$ cat src/rtl/trp_pkg.sv
// ----------------------------------------------------------------------------
// trp_pkg: shared types and constants of the telemetry record parser
// Register map, group codes, record geometry and the single-precision halver.
// ----------------------------------------------------------------------------
package trp_pkg;

   localparam int unsigned NumGroups         = 7;
   localparam int unsigned RecBytes          = 36;
   localparam int unsigned RecStart          = 5;
   localparam int unsigned DefMaxPacketBytes = 300;
   localparam int unsigned CsrAddrWidth      = 5;

   localparam logic [7:0] CharD = 8'h44;
   localparam logic [7:0] CharA = 8'h41;
   localparam logic [7:0] CharT = 8'h54;

   typedef enum logic [2:0] {
      GRP_ATTITUDE = 3'd0,
      GRP_RATES    = 3'd1,
      GRP_LOAD     = 3'd2,
      GRP_POSITION = 3'd3,
      GRP_COMMAND  = 3'd4,
      GRP_THROTTLE = 3'd5,
      GRP_SPEED    = 3'd6
   } group_type;

   typedef enum logic [2:0] {
      REG_ATTITUDE = 3'd0,
      REG_RATES    = 3'd1,
      REG_LOAD     = 3'd2,
      REG_POSITION = 3'd3,
      REG_COMMAND  = 3'd4,
      REG_THROTTLE = 3'd5,
      REG_SPEED    = 3'd6
   } reg_type;

   localparam logic [7:0] CfgReset [NumGroups] = '{8'd17, 8'd16, 8'd4, 8'd20, 8'd8, 8'd25, 8'd3};

   // A completed record handed from the front to the back.
   typedef struct packed {
      group_type   grp;
      logic [31:0] value_a;
      logic [31:0] value_b;
      logic [31:0] value_c;
   } rec_type;

   // Exact halving of an IEEE single, round to nearest even into subnormals.
   function automatic logic [31:0] half_single(input logic [31:0] x);
      logic [7:0]  ex;
      logic [22:0] fr;
      logic [23:0] m;
      logic [23:0] r;
      ex = x[30:23];
      fr = x[22:0];
      m  = {(ex == 8'd1), fr};
      r  = {1'b0, m[23:1]};
      if (m[0] && r[0]) begin
         r = r + 24'd1;
      end
      if (ex == 8'hFF) begin
         half_single = (fr != 23'd0) ? (x | 32'h0040_0000) : x;
      end else if (ex >= 8'd2) begin
         half_single = {x[31], ex - 8'd1, fr};
      end else begin
         half_single = {x[31], 8'd0, 23'd0} | {8'd0, r};
      end
   endfunction

endpackage

$ cat src/rtl/trp_front.sv
// ----------------------------------------------------------------------------
// trp_front: byte parser
// Tracks packet position, checks the header, gathers record words and
// classifies each completed record into a group with its selected words.
// ----------------------------------------------------------------------------
module trp_front
   import trp_pkg::*;
#(
   parameter int unsigned MaxPacketBytes = DefMaxPacketBytes
) (
   input  logic        clock,
   input  logic        reset,
   input  logic        in_valid,
   input  logic [7:0]  in_byte,
   input  logic        in_last,
   input  logic [7:0]  cfg_idx [NumGroups],
   output logic        rec_valid,
   output rec_type     rec_data
);

   localparam int unsigned PosWidth = $clog2(MaxPacketBytes + 1);

   logic [PosWidth-1:0] pos_ff, pos_in;
   logic                hdr_ff, hdr_in;
   logic [5:0]          off_ff, off_in;
   logic [31:0]         idx_ff, idx_in;
   logic [31:0]         words_ff [8];
   logic                active;
   logic                hdr_ok;
   logic                done;
   logic [NumGroups-1:0] hit;
   logic [2:0]          g;
   logic                any_hit;
   logic [31:0]         v [8];

   assign active = in_valid && (pos_ff < PosWidth'(MaxPacketBytes));

   // Header character expected at this position.
   always_comb begin
      unique case (pos_ff[1:0])
         2'd0:    hdr_ok = (in_byte == CharD);
         2'd2:    hdr_ok = (in_byte == CharT);
         default: hdr_ok = (in_byte == CharA);
      endcase
   end

   // Position, header flag and record offset.
   always_comb begin
      pos_in = pos_ff;
      hdr_in = hdr_ff;
      off_in = off_ff;
      if (active) begin
         pos_in = pos_ff + PosWidth'(1);
         if (pos_ff < PosWidth'(4)) begin
            hdr_in = (pos_ff == '0) ? hdr_ok : (hdr_ff && hdr_ok);
            off_in = '0;
         end else if (pos_ff >= PosWidth'(RecStart)) begin
            off_in = (off_ff == 6'(RecBytes - 1)) ? 6'd0 : off_ff + 6'd1;
         end
      end
      if (in_valid && in_last) begin
         pos_in = '0;
         hdr_in = 1'b0;
         off_in = '0;
      end
   end

   always_ff @(posedge clock) begin
      if (reset) begin
         pos_ff <= '0;
         hdr_ff <= 1'b0;
         off_ff <= '0;
      end else begin
         pos_ff <= pos_in;
         hdr_ff <= hdr_in;
         off_ff <= off_in;
      end
   end

   // Record byte capture.
   always_comb begin
      idx_in = idx_ff;
      if (active && pos_ff >= PosWidth'(RecStart) && off_ff < 6'd4) begin
         idx_in[off_ff[1:0]*8 +: 8] = in_byte;
      end
   end

   always_ff @(posedge clock) begin
      idx_ff <= idx_in;
      if (active && pos_ff >= PosWidth'(RecStart) && off_ff >= 6'd4) begin
         words_ff[3'((off_ff - 6'd4) >> 2)][off_ff[1:0]*8 +: 8] <= in_byte;
      end
   end

   // Current record words with this beat's byte merged in.
   always_comb begin
      for (int i = 0; i < 8; i++) begin
         v[i] = words_ff[i];
      end
      v[7][31:24] = in_byte;
   end

   assign done = active && pos_ff >= PosWidth'(RecStart)
                 && off_ff == 6'(RecBytes - 1) && hdr_ff;

   // Priority match against the configured indices.
   always_comb begin
      for (int i = 0; i < NumGroups; i++) begin
         hit[i] = (idx_ff == {24'd0, cfg_idx[i]});
      end
      any_hit = |hit;
      g = 3'd0;
      for (int i = NumGroups - 1; i >= 0; i--) begin
         if (hit[i]) begin
            g = 3'(i);
         end
      end
   end

   // Word selection per group.
   always_comb begin
      rec_data.grp     = group_type'(g);
      rec_data.value_a = v[0];
      rec_data.value_b = v[1];
      rec_data.value_c = v[2];
      unique case (group_type'(g))
         GRP_RATES: begin
            rec_data.value_a = v[1];
            rec_data.value_b = v[0];
         end
         GRP_LOAD: begin
            rec_data.value_a = v[4];
            rec_data.value_b = v[5];
            rec_data.value_c = v[6];
         end
         GRP_THROTTLE: begin
            rec_data.value_b = '0;
            rec_data.value_c = '0;
         end
         GRP_SPEED: begin
            rec_data.value_a = half_single(v[3]);
            rec_data.value_b = '0;
            rec_data.value_c = '0;
         end
         default: ;
      endcase
   end

   assign rec_valid = done && any_hit;

endmodule

$ cat config.mk
export PLATFORM = sky130hd
export DESIGN_NAME = trp_front
export DESIGN_NICKNAME = d
export VERILOG_FILES = /design/src/rtl/trp_pkg.sv /design/src/rtl/trp_front.sv
export SDC_FILE = /design/constraint.sdc
export NUM_CORES = 1
export LEC_CHECK = 0
export ABC_AREA = 1
export BUFFER_PORTS_ARGS = -buffer_cell sky130_fd_sc_hd__buf_2
export CAP_MARGIN = 10
export CORE_UTILIZATION = 40
export DETAILED_ROUTE_END_ITERATION = 6
export GPL_TIMING_DRIVEN = 0
export PLACE_DENSITY = 0.68
export SLEW_MARGIN = 30
export SYNTH_ARGS = -nofsm -noshare
export SYNTH_HDL_FRONTEND = slang
export SYNTH_SLANG_ARGS = --single-unit
$ cat constraint.sdc
create_clock -name clock -period 4 [get_ports clock]
set_input_delay 0.8 -clock clock [delete_from_list [all_inputs] [get_ports clock]]
set_output_delay 0.8 -clock clock [all_outputs]
set_load 0.05 [all_outputs]
==> reports/qor.txt <==
Total power: 6.05 mW
Setup crit start kind: flip-flop
Core region area: 34900 µm²
Mapped Nets: 1757
Max_cap viols: 0
GPL Wtd Cong: 0.959
Area Overhead vs Synth: 23.2%
Rows: 68
Worst EP arrival: 3.11 ns
Mean Syn Cell Area: 8.56 µm²
Leak: 7.73 nW
Synth unique cells: 38
Routed WL per cell: 19.1 µm
R2R cell count: 7
Place WS: -0.0273 ns
Final Hold Vio Count: 0
Worst-skew pair later-pin latency: 0.55 ns
Crit-path cells: nor2_1 -> nand2_1 -> nor2_4 -> buf_12 -> buf_6 -> nand3_1 -> nor2_1 -> nand2_1 -> nand2_2 -> nand2_4 -> nand2_4 -> nand4_4 -> buf_12 -> buf_8 -> nor2_1 -> nor2_1 -> nor2_2 -> buf_6
Initial Utilization: 41.0%
Reg-to-Reg Start: off_ff[0]
RSZ-0062 raised after global routing: true
First-pass GRT wire length: 67.1 mm
Final worst setup slack: 0.0885 ns
Cell area after synthesis: 14300 µm²
Die height: 191 µm
I/O pin cnt: 168
Seq/Total Area, Yosys: 56.0%
Chip width: 191 µm
Critical path type: reg2out
VDD IR max: 0.000273 V
Crit path required time: 3.20 ns
Slew headroom: 30.1%
Outcome: finished clean
Sink Count: 272
CP most frequent cell: nor2_1
Final cell count without fillers: 2369
Grt ovf: 0
Slowest Stage Delay on Critical Path: 0.37 ns
Die ar.: 36500 µm²
FF-to-FF setup slack: 0.82 ns
Clock tree root buffer cell: clkbuf_16
Placed Cells: 2292
Fin. max-slew vios: 0
Synth Warn #: 0
Vias in the first global route: 11.6k
Max clock buf depth: 3
Pre-antenna DRT Iters: 5
DP Wirelength: 33.8 mm
Largest net degree at the start of global routing: 15
Post-Place Cell Area: 15700 µm²
Crit. End Element: output port
Layout cells sized above 1: 19.2%
Ant. Diodes: 0
Min cycle time layout: 3.91 ns
Number of synthesized register bits: 272
R2R Path End: words_ff[0][7]
Reg clk slew, reported paths: 0.06 ns
CTS tree: done
DRC: 0
Clock skew: 0.0170 ns
Most common cell after layout, fill and taps aside: nand2_1
Vias: 12.3k
Hold Crit Class: reg2reg
Hold WS: 0.457 ns
Final Instance Area: 17600 µm²
Drt total wl: 45.3 mm
Worst Hold Depth: 2
Avg Vias per Cell: 5.19
Cts hold-fix bufs: 0
H-tree levels: 1
Initial antenna violation count: 0
Total GRT Usage: 24.5%
Hold endpoint: hdr_ff
IO Port Bufs: 167
Final cycle utilization of the critical path: 97.8%
Fmax: 0.256 GHz
PD cells: 344 nW/µm²
1st-iter DRT viols: 1218
Cts bufs inserted: 29
HP Start: hdr_ff
Worst slew pin tran: 1.04 ns
Slowest cell on crit path: edfxtp_1
DRT antenna net count: 0
Fin nets: 1979
Crit-path max FO: 10
Mapped Cells: 1670
Final setup violation count: 0
Most frequent cells in the layout: nand2_1, nor2_1, edfxtp_1
[report_power, final]
| part | internal (mW) | leakage (nW) | switching [mW] |
|---|---|---|---|
| Combinational | 0.0571 | 4.53 | 0.117 |
| Clock | 1.65 | 0.470 | 1.12 |
| Sequential | 3.10 | 2.72 | 0.00298 |
[kinds of logic (layout without fill, tap and decap cells)]
family	count (synthesis)	in the layout	synth area share, %
flops	272	272	56.0
fa+ha+maj	19	19	1.66
compound gates	69	69	2.65
simple gates	1022	1025	29.9
buf+inv	261	502	8.05
xor+xnor	27	27	1.65
[state kept, by name, summed over array words and instances, names as in the netlist]
name	count
off_ff	6
words_ff	224
idx_ff	32
hdr_ff	1
pos_ff	9
[metrics by stage]
stage	util [%]	TNS, ns
floorplan	-	0
global placement	45.0	0
detailed placement	45.0	-0.0481
CTS	48.9	-0.0643
global route	50.5	-0.642
finish	50.5	0
[synthesized netlist by cell type]
cell | n | area share, %
nand2_2 | 6 | 0.26
clkbuf_1 | 12 | 0.32
o21ai_0 | 33 | 1.2
buf_4 | 23 | 1.2
a21oi_1 | 21 | 0.74
o22ai_1 | 5 | 0.22
a21o_1 | 1 | 0.053
and3_1 | 1 | 0.044
a21oi_4 | 1 | 0.11
nor2_2 | 2 | 0.088
nor3_1 | 22 | 0.77
nor2_1 | 361 | 9.5
ha_1 | 19 | 1.7
o21ai_1 | 1 | 0.035
inv_1 | 188 | 4.9
or2_2 | 1 | 0.044
nand4_2 | 1 | 0.088
nand3_1 | 140 | 4.9
xnor2_1 | 10 | 0.61
nand2_4 | 3 | 0.24
edfxtp_1 | 256 | 54
buf_2 | 14 | 0.49
nand3b_1 | 1 | 0.053
dfxtp_1 | 16 | 2.2
o31ai_1 | 2 | 0.11
nand2_1 | 423 | 11
inv_2 | 11 | 0.29
buf_6 | 9 | 0.71
nor4_1 | 5 | 0.22
nor2_4 | 2 | 0.16
xor2_1 | 17 | 1.0
nor3_2 | 1 | 0.070
nor3b_1 | 6 | 0.32
a211oi_1 | 2 | 0.11
buf_1 | 4 | 0.11
nand3_2 | 2 | 0.14
nand4_1 | 45 | 2.0
a31oi_1 | 3 | 0.13
[critical path: cells and delay by family, from the launching register on]
kind                   cells  cell delay, ns
buffers and inverters      5            0.75
DFF                        1            0.37
and+or+nand+nor           13            1.41
[routing by layer]
metal	up-vias	global-route usage [%]	part of all wire, %
met1	5825	32.3	41
met3	87	3.12	7.4
met5	-	0	0
li1	5879	-	-
met2	514	41.8	49
met4	0	7.63	2.9
[cell type report]
class	instances	area (µm²)
plain buffers	62	534
clock buffers	35	748
clock inverters	18	223
fillers	3250	17300
inverters	199	757
multi-input cells	1140	5370
flip-flops and latches	272	8010
well taps	455	569
repair buffers	188	1400
[how the worst max path moves through the flow]
stage,start,to,slack (ns),cells past startpoint
2_1_floorplan,cfg_idx[34],rec_data[33],0.33,15
3_3_place_gp,cfg_idx[43],rec_data[44],0.009,17
3_5_place_dp,cfg_idx[50],rec_data[44],-0.03,15
4_1_cts,idx_ff[7],rec_data[92],-0.02,18
5_1_grt,idx_ff[10],rec_data[52],-0.04,18
6_report,idx_ff[15],rec_data[52],0.09,18
[repair_timing]
item                                    in CTS  in global routing
cloned                                       0                  3
resized for setup                          126                123
pin swaps                                    6                 19
endpoints found under the setup margin      94                 96
setup buffers                                3                 18
Note: power is estimated with default switching activity, not from simulation.
