[config.mk]
export PLATFORM = sky130hd
export DESIGN_NAME = trp_back_flat
export DESIGN_NICKNAME = d
export VERILOG_FILES = /design/src/rtl/trp_pkg.sv /design/src/rtl/trp_if.sv /design/src/rtl/trp_back.sv /design/src/flat_wrapper.sv
export SDC_FILE = /design/constraint.sdc
export NUM_CORES = 1
export LEC_CHECK = 0
export ABC_AREA = 0
export BUFFER_PORTS_ARGS = -buffer_cell sky130_fd_sc_hd__buf_2
export CAP_MARGIN = 20
export CELL_PAD_IN_SITES_DETAIL_PLACEMENT = 1
export CELL_PAD_IN_SITES_GLOBAL_PLACEMENT = 1
export CORE_MARGIN = 8
export CORE_UTILIZATION = 40
export DETAILED_ROUTE_END_ITERATION = 10
export MAX_ROUTING_LAYER = met4
export PLACE_DENSITY = 0.85
export SLEW_MARGIN = 20
export SYNTH_ARGS = -nofsm -noshare
export SYNTH_HDL_FRONTEND = slang
export SYNTH_SLANG_ARGS = --single-unit
export TNS_END_PERCENT = 50
[constraint.sdc]
create_clock -name clock -period 4.2 [get_ports clock]
set_clock_uncertainty 0.2 [all_clocks]
set_input_delay 0.84 -clock clock [delete_from_list [all_inputs] [get_ports clock]]
set_output_delay 0.84 -clock clock [all_outputs]
set_load 0.05 [all_outputs]
[src/rtl/trp_pkg.sv]
// ----------------------------------------------------------------------------
// trp_pkg: shared types and constants of the telemetry record parser
// Register map, group codes, record geometry and the single-precision halver.
// ----------------------------------------------------------------------------
package trp_pkg;

   localparam int unsigned NumGroups         = 7;
   localparam int unsigned RecBytes          = 36;
   localparam int unsigned RecStart          = 5;
   localparam int unsigned DefMaxPacketBytes = 300;
   localparam int unsigned CsrAddrWidth      = 5;

   localparam logic [7:0] CharD = 8'h44;
   localparam logic [7:0] CharA = 8'h41;
   localparam logic [7:0] CharT = 8'h54;

   typedef enum logic [2:0] {
      GRP_ATTITUDE = 3'd0,
      GRP_RATES    = 3'd1,
      GRP_LOAD     = 3'd2,
      GRP_POSITION = 3'd3,
      GRP_COMMAND  = 3'd4,
      GRP_THROTTLE = 3'd5,
      GRP_SPEED    = 3'd6
   } group_type;

   typedef enum logic [2:0] {
      REG_ATTITUDE = 3'd0,
      REG_RATES    = 3'd1,
      REG_LOAD     = 3'd2,
      REG_POSITION = 3'd3,
      REG_COMMAND  = 3'd4,
      REG_THROTTLE = 3'd5,
      REG_SPEED    = 3'd6
   } reg_type;

   localparam logic [7:0] CfgReset [NumGroups] = '{8'd17, 8'd16, 8'd4, 8'd20, 8'd8, 8'd25, 8'd3};

   // A completed record handed from the front to the back.
   typedef struct packed {
      group_type   grp;
      logic [31:0] value_a;
      logic [31:0] value_b;
      logic [31:0] value_c;
   } rec_type;

   // Exact halving of an IEEE single, round to nearest even into subnormals.
   function automatic logic [31:0] half_single(input logic [31:0] x);
      logic [7:0]  ex;
      logic [22:0] fr;
      logic [23:0] m;
      logic [23:0] r;
      ex = x[30:23];
      fr = x[22:0];
      m  = {(ex == 8'd1), fr};
      r  = {1'b0, m[23:1]};
      if (m[0] && r[0]) begin
         r = r + 24'd1;
      end
      if (ex == 8'hFF) begin
         half_single = (fr != 23'd0) ? (x | 32'h0040_0000) : x;
      end else if (ex >= 8'd2) begin
         half_single = {x[31], ex - 8'd1, fr};
      end else begin
         half_single = {x[31], 8'd0, 23'd0} | {8'd0, r};
      end
   endfunction

endpackage

[src/rtl/trp_if.sv]
// ----------------------------------------------------------------------------
// trp_if: valid/ready channel
// Generic handshake channel carrying one payload beat.
// ----------------------------------------------------------------------------
interface trp_if #(parameter type PayloadType = logic [7:0]);
   logic       valid;
   logic       ready;
   PayloadType data;

   modport source (output valid, output data, input ready);
   modport sink   (input valid, input data, output ready);
endinterface

[src/rtl/trp_back.sv]
// ----------------------------------------------------------------------------
// trp_back: record queue and result stage
// Buffers classified records, bumps the group counter and drives results.
// ----------------------------------------------------------------------------
module trp_back
   import trp_pkg::*;
(
   input  logic        clock,
   input  logic        reset,
   input  logic        rec_valid,
   input  rec_type     rec_data,
   output logic        rec_ready,
   trp_if.source       rsp
);

   logic [1:0]  cnt_ff, cnt_in;
   logic        rd_ff, rd_in;
   logic        wr_ff, wr_in;
   rec_type     q_ff [2];
   logic [31:0] ctr_ff [NumGroups];
   logic        pop;
   rec_type     head;
   logic [31:0] next_ctr;

   // The front is held off while both slots are taken, so a record is never dropped.
   assign rec_ready = (cnt_ff != 2'd2);
   assign head      = q_ff[rd_ff];
   assign pop       = (cnt_ff != 2'd0) && rsp.ready;
   assign next_ctr  = ctr_ff[head.grp] + 32'd1;
   assign rsp.valid = (cnt_ff != 2'd0);
   assign rsp.data  = {head.grp, head.value_a, head.value_b, head.value_c, next_ctr};

   always_comb begin
      cnt_in = cnt_ff + 2'(rec_valid) - 2'(pop);
      wr_in  = rec_valid ? ~wr_ff : wr_ff;
      rd_in  = pop ? ~rd_ff : rd_ff;
   end

   always_ff @(posedge clock) begin
      if (reset) begin
         cnt_ff <= '0;
         rd_ff  <= 1'b0;
         wr_ff  <= 1'b0;
         for (int i = 0; i < NumGroups; i++) begin
            ctr_ff[i] <= '0;
         end
      end else begin
         cnt_ff <= cnt_in;
         rd_ff  <= rd_in;
         wr_ff  <= wr_in;
         if (pop) begin
            ctr_ff[head.grp] <= next_ctr;
         end
      end
   end

   always_ff @(posedge clock) begin
      if (rec_valid) begin
         q_ff[wr_ff] <= rec_data;
      end
   end

endmodule

[src/flat_wrapper.sv]
// flat-port wrapper written by rule: the top's interface ports become plain ports
module trp_back_flat import trp_pkg::*;
  (clock, reset, rec_valid, rec_data, rec_ready, rsp_valid, rsp_data, rsp_ready);
  trp_if rsp_i ();
  input  logic clock;
  input  logic reset;
  input  logic rec_valid;
  input  rec_type rec_data;
  output logic rec_ready;
  output wire logic [$bits(rsp_i.valid)-1:0] rsp_valid;
  output wire logic [$bits(rsp_i.data)-1:0] rsp_data;
  input wire logic [$bits(rsp_i.ready)-1:0] rsp_ready;
  assign rsp_valid = rsp_i.valid;
  assign rsp_data = rsp_i.data;
  assign rsp_i.ready = rsp_ready;
  trp_back u_core (.clock(clock), .reset(reset), .rec_valid(rec_valid), .rec_data(rec_data), .rec_ready(rec_ready), .rsp(rsp_i));
endmodule
==> results of run 1 <==
registers in the layout (all words and copies together) (netlist names), named ones only:
signal,flops
u_core.cnt_ff,2
u_core.rd_ff,1
u_core.q_ff,6
u_core.wr_ff,1
u_core.ctr_ff,64
area by class of cell:
class / count / area share (%)
Sequential cell: 75 / 47.3
Clock buffer: 12 / 3.23
Multi-Input combinational cell: 250 / 36.9
Tap cell: 133 / 3.71
Clock inverter: 4 / 0.390
Timing Repair Buffer: 40 / 7.25
Inverter: 14 / 1.17
what timing repair did:
action / CTS / global route
setup buffers: 0 / 10
resized for setup: 6 / 7
setup endpoints to repair: 4 / 5
hold buffers: 0 / 0
gates cloned: 0 / 0
logic make-up (layout without fill, tap and decap cells):
logic type | count (synthesis) | count (layout) | synth area share (%)
buffers and inverters | 36 | 70 | 4.72
xor gates and xnor gates | 7 | 7 | 1.93
DFF | 75 | 75 | 53.7
adders and majority gates | 3 | 3 | 0.950
AOI/OAI and AO/OA | 83 | 83 | 14.7
and+or+nand+nor | 146 | 146 | 19.2
muxes | 11 | 11 | 4.84
worst max-delay path by stage:
stage	end	slack, ns	cells after the start
after floorplan	rsp_data[7]	0.41	8
final	rsp_data[6]	0.11	10
after global routing	rsp_data[6]	0.007	9
after global placement	rsp_data[2]	0.39	10
after CTS	rsp_data[2]	-0.02	9
after detailed placement	rsp_data[2]	0.32	9
worst register-to-register path: stages, from the launching register on:
cell      delay [ns]
edfxtp_1        0.45
mux2i_4         0.31
buf_12          0.16
mux4_2          0.52
o22a_1          0.28
ha_1            0.24
inv_2           0.14
nor3b_2         0.08
xnor2_2         0.20
buf_4           0.20
nor2_1          0.07
placed cells by master, fill, tap and decap left out, drive strengths merged, types with 5 or more instances in the layout:
cell type  count
and2           5
nand2b         7
a211oi         6
nor2b         15
nand2         41
o21ai         17
dfxtp         13
nor2          41
a21oi         29
edfxtp        62
nand3         11
mux4           5
inv           14
buf           40
nor3           8
clkbuf        12
xnor2          6
stage by stage:
step	setup TNS (ns)	total power (uW)
3_3_place_gp	0	1980
6_report	0	2590
5_1_grt	0	2700
4_1_cts	-0.0239	2530
2_1_floorplan	0	1730
3_5_place_dp	0	2020
power breakdown:
| group | leakage [uW] | internal (uW) | switching (uW) |
|---|---|---|---|
| sequential | 0.000733 | 874 | 35.8 |
| clock | 0.0000852 | 225 | 259 |
| combinational | 0.000835 | 400 | 792 |
layer usage:
metal / part of all wire [%] / vias to the layer above / routed length [microns] / track usage (%)
met4: 2.7 / 0 / 312 / 9.72
li1: - / 1373 / - / -
met5: 0 / - / 0 / -
met3: 6.6 / 27 / 754 / 3.57
met1: 41 / 1524 / 4680 / 21.4
met2: 50 / 108 / 5710 / 30.2
==> results by group, run 1 <==
Status
  • Status: complete, no violations

Critical path
  • Worst reg2reg endpoint: u_core.ctr_ff[7][4]
  • Worst setup SP type: flip-flop
  • Crit-path cells: buf_4 -> mux2_4 -> buf_4 -> mux2i_1 -> a32oi_2 -> o21ai_2 -> nand4bb_2 -> or3_1 -> nand2_1 -> buf_2
  • CP arrival: 3.05 ns
  • Most used cell, CP: buf_4
  • Slowest CP cell: edfxtp_1
  • Critical path class: flip-flop to output pin
  • Critical Path RT: 3.16 ns
  • R2R depth: 10
  • Worst R2R Start: u_core.q_ff[0][96]
  • Critical Path Fanout Max: 12
  • CP top delay family: simple AND/OR/NAND/NOR gates
  • R2R Setup Slk: 1.09 ns
  • CP startpoint: u_core.q_ff[1][96]
  • CP Buf/Inv Count: 3
  • Slowest cell delay on critical path: between 0.4 and 0.5 ns
  • Crit. End Element: output pin

Clocking
  • Clock root buffer master: clkbuf_8
  • H-tree depth: 3
  • Clock transition at path regs: about 0.08 ns
  • CTS buffer count: 9
  • Clock Path Buffers: 2
  • Clk sinks: 75
  • CTS tree: done
  • Worst-Skew Late Latency: about 0.36 ns

Pwr
  • Cell Pwr Density: around 580 mW/mm^2
  • LEAKAGE: 0.00165 uW
  • Worst VDD drop: 330 uV

Drt
  • Routed WL per cell: ~22 microns
  • Vias/cell: 5.74
  • DR pass1 iterations: 4
  • Overall routed net length: approximately 11 mm
  • Antenna viol nets, final: 0
  • DR vias: 3032
  • Starting DRT DRC Count: 210
  • Residual DRC: 0

STA
  • Post-route minimum period: 4.09 ns
  • # setup viols final: 0
  • Final WS setup: 0.113 ns
  • Slew @ Worst Pin: 0.533 ns
  • Fmax: 0.245 GHz
  • RSZ-0062 raised after global routing: false
  • Hold_ws: 0.263 ns
  • Endpoints failing hold: 0
  • Slew headroom: 64.3%
  • Slew Viols, Final: 0
  • Final cycle utilization of the critical path: 97.3%

Global routing
  • GRT Resource Usage Total: 18.6%
  • Total gr overflow: 0
  • Number of global-route vias before repair: 3228
  • Initial antenna violation count: 0
  • Largest net degree at the start of global routing: 26
  • Global-route wire length before repair: 18.1 mm

Synthesis
  • Yosys reg bits: 75
  • Syn Area/Cell: between 10 and 15 sq um
  • Post-Syn Area: 0.00395 sq mm
  • Largest cells by area after synthesis: edfxtp_1 (47%), dfxtp_1 (6.6%), nor2_1 (3.9%)
  • Share of the synthesized area in the top cell type: 47.1%
  • Most instantiated library cell after synthesis: edfxtp_1
  • Primary FF master, synth: edfxtp_1
  • Post-synth top cells: edfxtp_1 (62), nor2_1 (41), nand2_1 (40), a21oi_1 (29)
  • EDFF count, synth: 62
  • Yosys top cell by area: edfxtp_1
  • Sequential area share after synthesis: 53.7%
  • Async set-reset flop share out of synthesis: 0%
  • Syn Nets: about 470
  • Cells after synthesis: 361
  • Synth cell types: 63
  • Warnings, synthesis: 0

Placement
  • Placed Instances: about 500
  • Post-DP HPWL: 7.81 mm
  • Cell Area, Placed: approximately 0.0042 sq mm
  • I/O Buffers: 16
  • Pre-CTS setup slack: 0.320 ns
  • GP Congestion: 0.870

Cells and area
  • Layout cell share with drive strength beyond 1: 22.5%
  • Post-Route Utilization: 46.3%
  • Fill count: 1062
  • Area growth, synth to finish: 13.5%
  • Register Area: 0.00212 sq mm
  • Final Non-Filler Cells: 528
  • Inserted Diodes: 0
  • Multi-input gate area: 0.00166 sq mm
  • Finished Cell Area: about 0.0045 sq mm
  • Final nets: 496

Floorplan
  • Die Wd: 115 microns
  • Die Y-Extent: 115 microns
  • Top Ports: 113
  • Placeable Area: 0.00968 sq mm
  • Full die area: about 0.013 sq mm
  • Initial Util: between 40% and 50%
  • # rows: 36

Flow run
  • Maxcap violations: 0

Min path
  • Hold Path End: u_core.ctr_ff[6][2]
  • Min-delay worst type: flip-flop to flip-flop
  • Worst hold start: u_core.ctr_ff[6][2]
  • Hold path depth: 2
(Power assumes the default switching activity.)
==> inputs of run 2 (changes only) <==
--- a/config.mk
+++ b/config.mk
@@ -15,6 +15,7 @@
 export DETAILED_ROUTE_END_ITERATION = 10
 export MAX_ROUTING_LAYER = met4
 export PLACE_DENSITY = 0.85
+export SETUP_SLACK_MARGIN = 0.15
 export SLEW_MARGIN = 20
 export SYNTH_ARGS = -nofsm -noshare
 export SYNTH_HDL_FRONTEND = slang
==> run 2 against run 1 <==
Effect of this change:
- non-clock buffer count rose by 10
- flip-flop and latch count did not move
- sequential share of layout area fell by 1.1 points
- clock power barely moved
- utilization rose by 1.1 points
- worst hold slack barely moved
- sequential power barely moved
- clock-buffer cell count did not move
==> results by group, run 2 (synthesis gave the netlist of run 1 again) <==
Placement
  • Pre-CTS setup slack: 0.320 ns
  • I/O Buffers: 16
  • Post-DP HPWL: 7.81 mm
  • GP Congestion: between 0.8 and 0.9

Drt
  • DR pass1 iterations: 5
  • Starting DRT DRC Count: 258
  • Residual DRC: 0
  • Vias/cell: 5.82
  • DR vias: about 3.1k
  • Overall routed net length: 11.9 mm
  • Antenna viol nets, final: 0
  • Routed WL per cell: 22.0 microns

Cells and area
  • Area growth, synth to finish: 16.2%
  • Register Area: 0.00212 sq mm
  • Final nets: approximately 510
  • Fill count: 1061
  • Inserted Diodes: 0
  • Multi-input gate area: between 0.0015 and 0.002 sq mm
  • Max reg flops: 64
  • Most frequent cells in the layout: edfxtp_1 (62), nor2_1 (41), nand2_1 (40)
  • Layout cell share with drive strength beyond 1: 25.6%
  • Top Registers: u_core.ctr_ff x64, u_core.q_ff x6, u_core.cnt_ff x2
  • Most common cell after layout, fill and taps aside: edfxtp_1
  • Largest Register: u_core.ctr_ff

Clocking
  • Clk sinks: 75
  • CTS buffer count: 9
  • CTS tree: done
  • H-tree depth: 3
  • Worst-Skew Late Latency: 0.35 ns
  • Clock Path Buffers: 2
  • Clock root buffer master: clkbuf_8
  • Clock transition at path regs: 0.08 ns
  • Hold Buf Count CTS: 0

Min path
  • Worst hold start: u_core.ctr_ff[6][2]
  • Hold path depth: 2
  • Min-delay worst type: flip-flop to flip-flop
  • Hold Path End: u_core.ctr_ff[6][2]

Global routing
  • Number of global-route vias before repair: 3312
  • Global-route wire length before repair: between 15 and 20 mm
  • Largest net degree at the start of global routing: 26
  • GRT Resource Usage Total: between 10% and 20%
  • Total gr overflow: 0
  • Initial antenna violation count: 0

Critical path
  • Critical Path RT: between 3 and 4 ns
  • Worst reg2reg endpoint: u_core.ctr_ff[7][4]
  • R2R depth: 11
  • Critical Path Fanout Max: 19
  • Worst R2R Start: u_core.q_ff[1][97]
  • R2R Setup Slk: between 1 and 1.5 ns
  • CP arrival: 2.96 ns
  • CP startpoint: u_core.q_ff[0][96]
  • Critical path class: flip-flop to output pin
  • Crit. End Element: output pin
  • Worst setup SP type: flip-flop

Floorplan
  • # rows: 36
  • Die Wd: 115 microns
  • Placeable Area: 0.00968 sq mm
  • Die Y-Extent: 115 microns
  • Top Ports: 113
  • Full die area: 0.0133 sq mm
  • Initial Util: between 40% and 50%

STA
  • Slew Viols, Final: 0
  • Slew @ Worst Pin: 0.517 ns
  • Slew headroom: approximately two thirds
  • RSZ-0062 raised after global routing: true
  • # setup viols final: 0
  • Setup Total Neg Slack: 0 ns
  • Post-route minimum period: 4.00 ns
  • Final WS setup: 0.201 ns
  • Fmax: around 0.25 GHz
  • Endpoints failing hold: 0
  • Hold_ws: approximately 0.26 ns
  • Final cycle utilization of the critical path: 95.2%

Status
  • Status: complete, no violations

Pwr
  • Cell Pwr Density: 574 mW/mm^2
  • Worst VDD drop: 322 uV
  • LEAKAGE: between 0.0015 and 0.002 uW

Flow run
  • Maxcap violations: 0
-- run 2: cell count changes in the layout (fill, tap and decap cells not counted), sizes merged --
cell and delta:
mux2 +1, buf +10
-- run 2: layout make-up --
type                    instances  share of cell area (%)
flip-flops and latches         75                    46.2
inverters                      14                    1.14
clock inverters                 4                   0.381
clock buffers                  12                    3.16
well taps                     133                    3.62
repair buffers                 50                    8.64
multi-input cells             251                    36.8
-- run 2: how the worst max path moves through the flow --
stage               slack [ns]     endpoint  depth (start not counted)
CTS                       0.17  rsp_data[7]                          8
detailed placement        0.32  rsp_data[2]                          9
floorplan                 0.41  rsp_data[7]                          8
global route              0.12  rsp_data[4]                         11
global placement          0.39  rsp_data[2]                         10
finish                    0.20  rsp_data[6]                          9
-- run 2: worst max-delay path, cell delays in order, from the launching register on --
cell and delay, ns:
edfxtp_1 0.46, buf_6 0.21, mux2_4 0.34, buf_4 0.16, buf_4 0.14, mux4_2 0.32, o22a_2 0.31, or3_1 0.39
nand2_1 0.08, buf_4 0.19
-- run 2: power by group --
part / internal [uW] / leakage, uW / switching, uW
clock network: 225 / 0.0000852 / 258
registers: 874 / 0.000733 / 35.0
logic: 428 / 0.000888 / 814
total: 1530 / 0.00171 / 1110
-- run 2: what timing repair did --
action	in CTS	in global routing
resized for setup	13	7
pin swaps	0	1
endpoints found under the setup margin	6	6
gates cloned	0	1
buffers inserted	7	13
-- run 2: metal layers --
| layer | routed length [microns] | vias to the layer above | GRT usage, % |
|---|---|---|---|
| li1 | - | 1400 | - |
| met1 | 4860 | 1581 | 21.2 |
| met2 | 6010 | 125 | 30.8 |
| met3 | 645 | 30 | 4.20 |
| met4 | 336 | 0 | 10.5 |
| met5 | 0 | - | - |
-- run 2: stage by stage --
stage / instances / util [%] / total power (uW) / instance area (sq um)
after global placement: 502 / 43.2 / 1980 / 4180
after detailed placement: 502 / 43.2 / 2020 / 4180
after CTS: 525 / 46.0 / 2570 / 4450
after global routing: 539 / 47.4 / 2750 / 4590
after floorplan: 361 / - / 1730 / 3950
final: 539 / 47.4 / 2630 / 4590
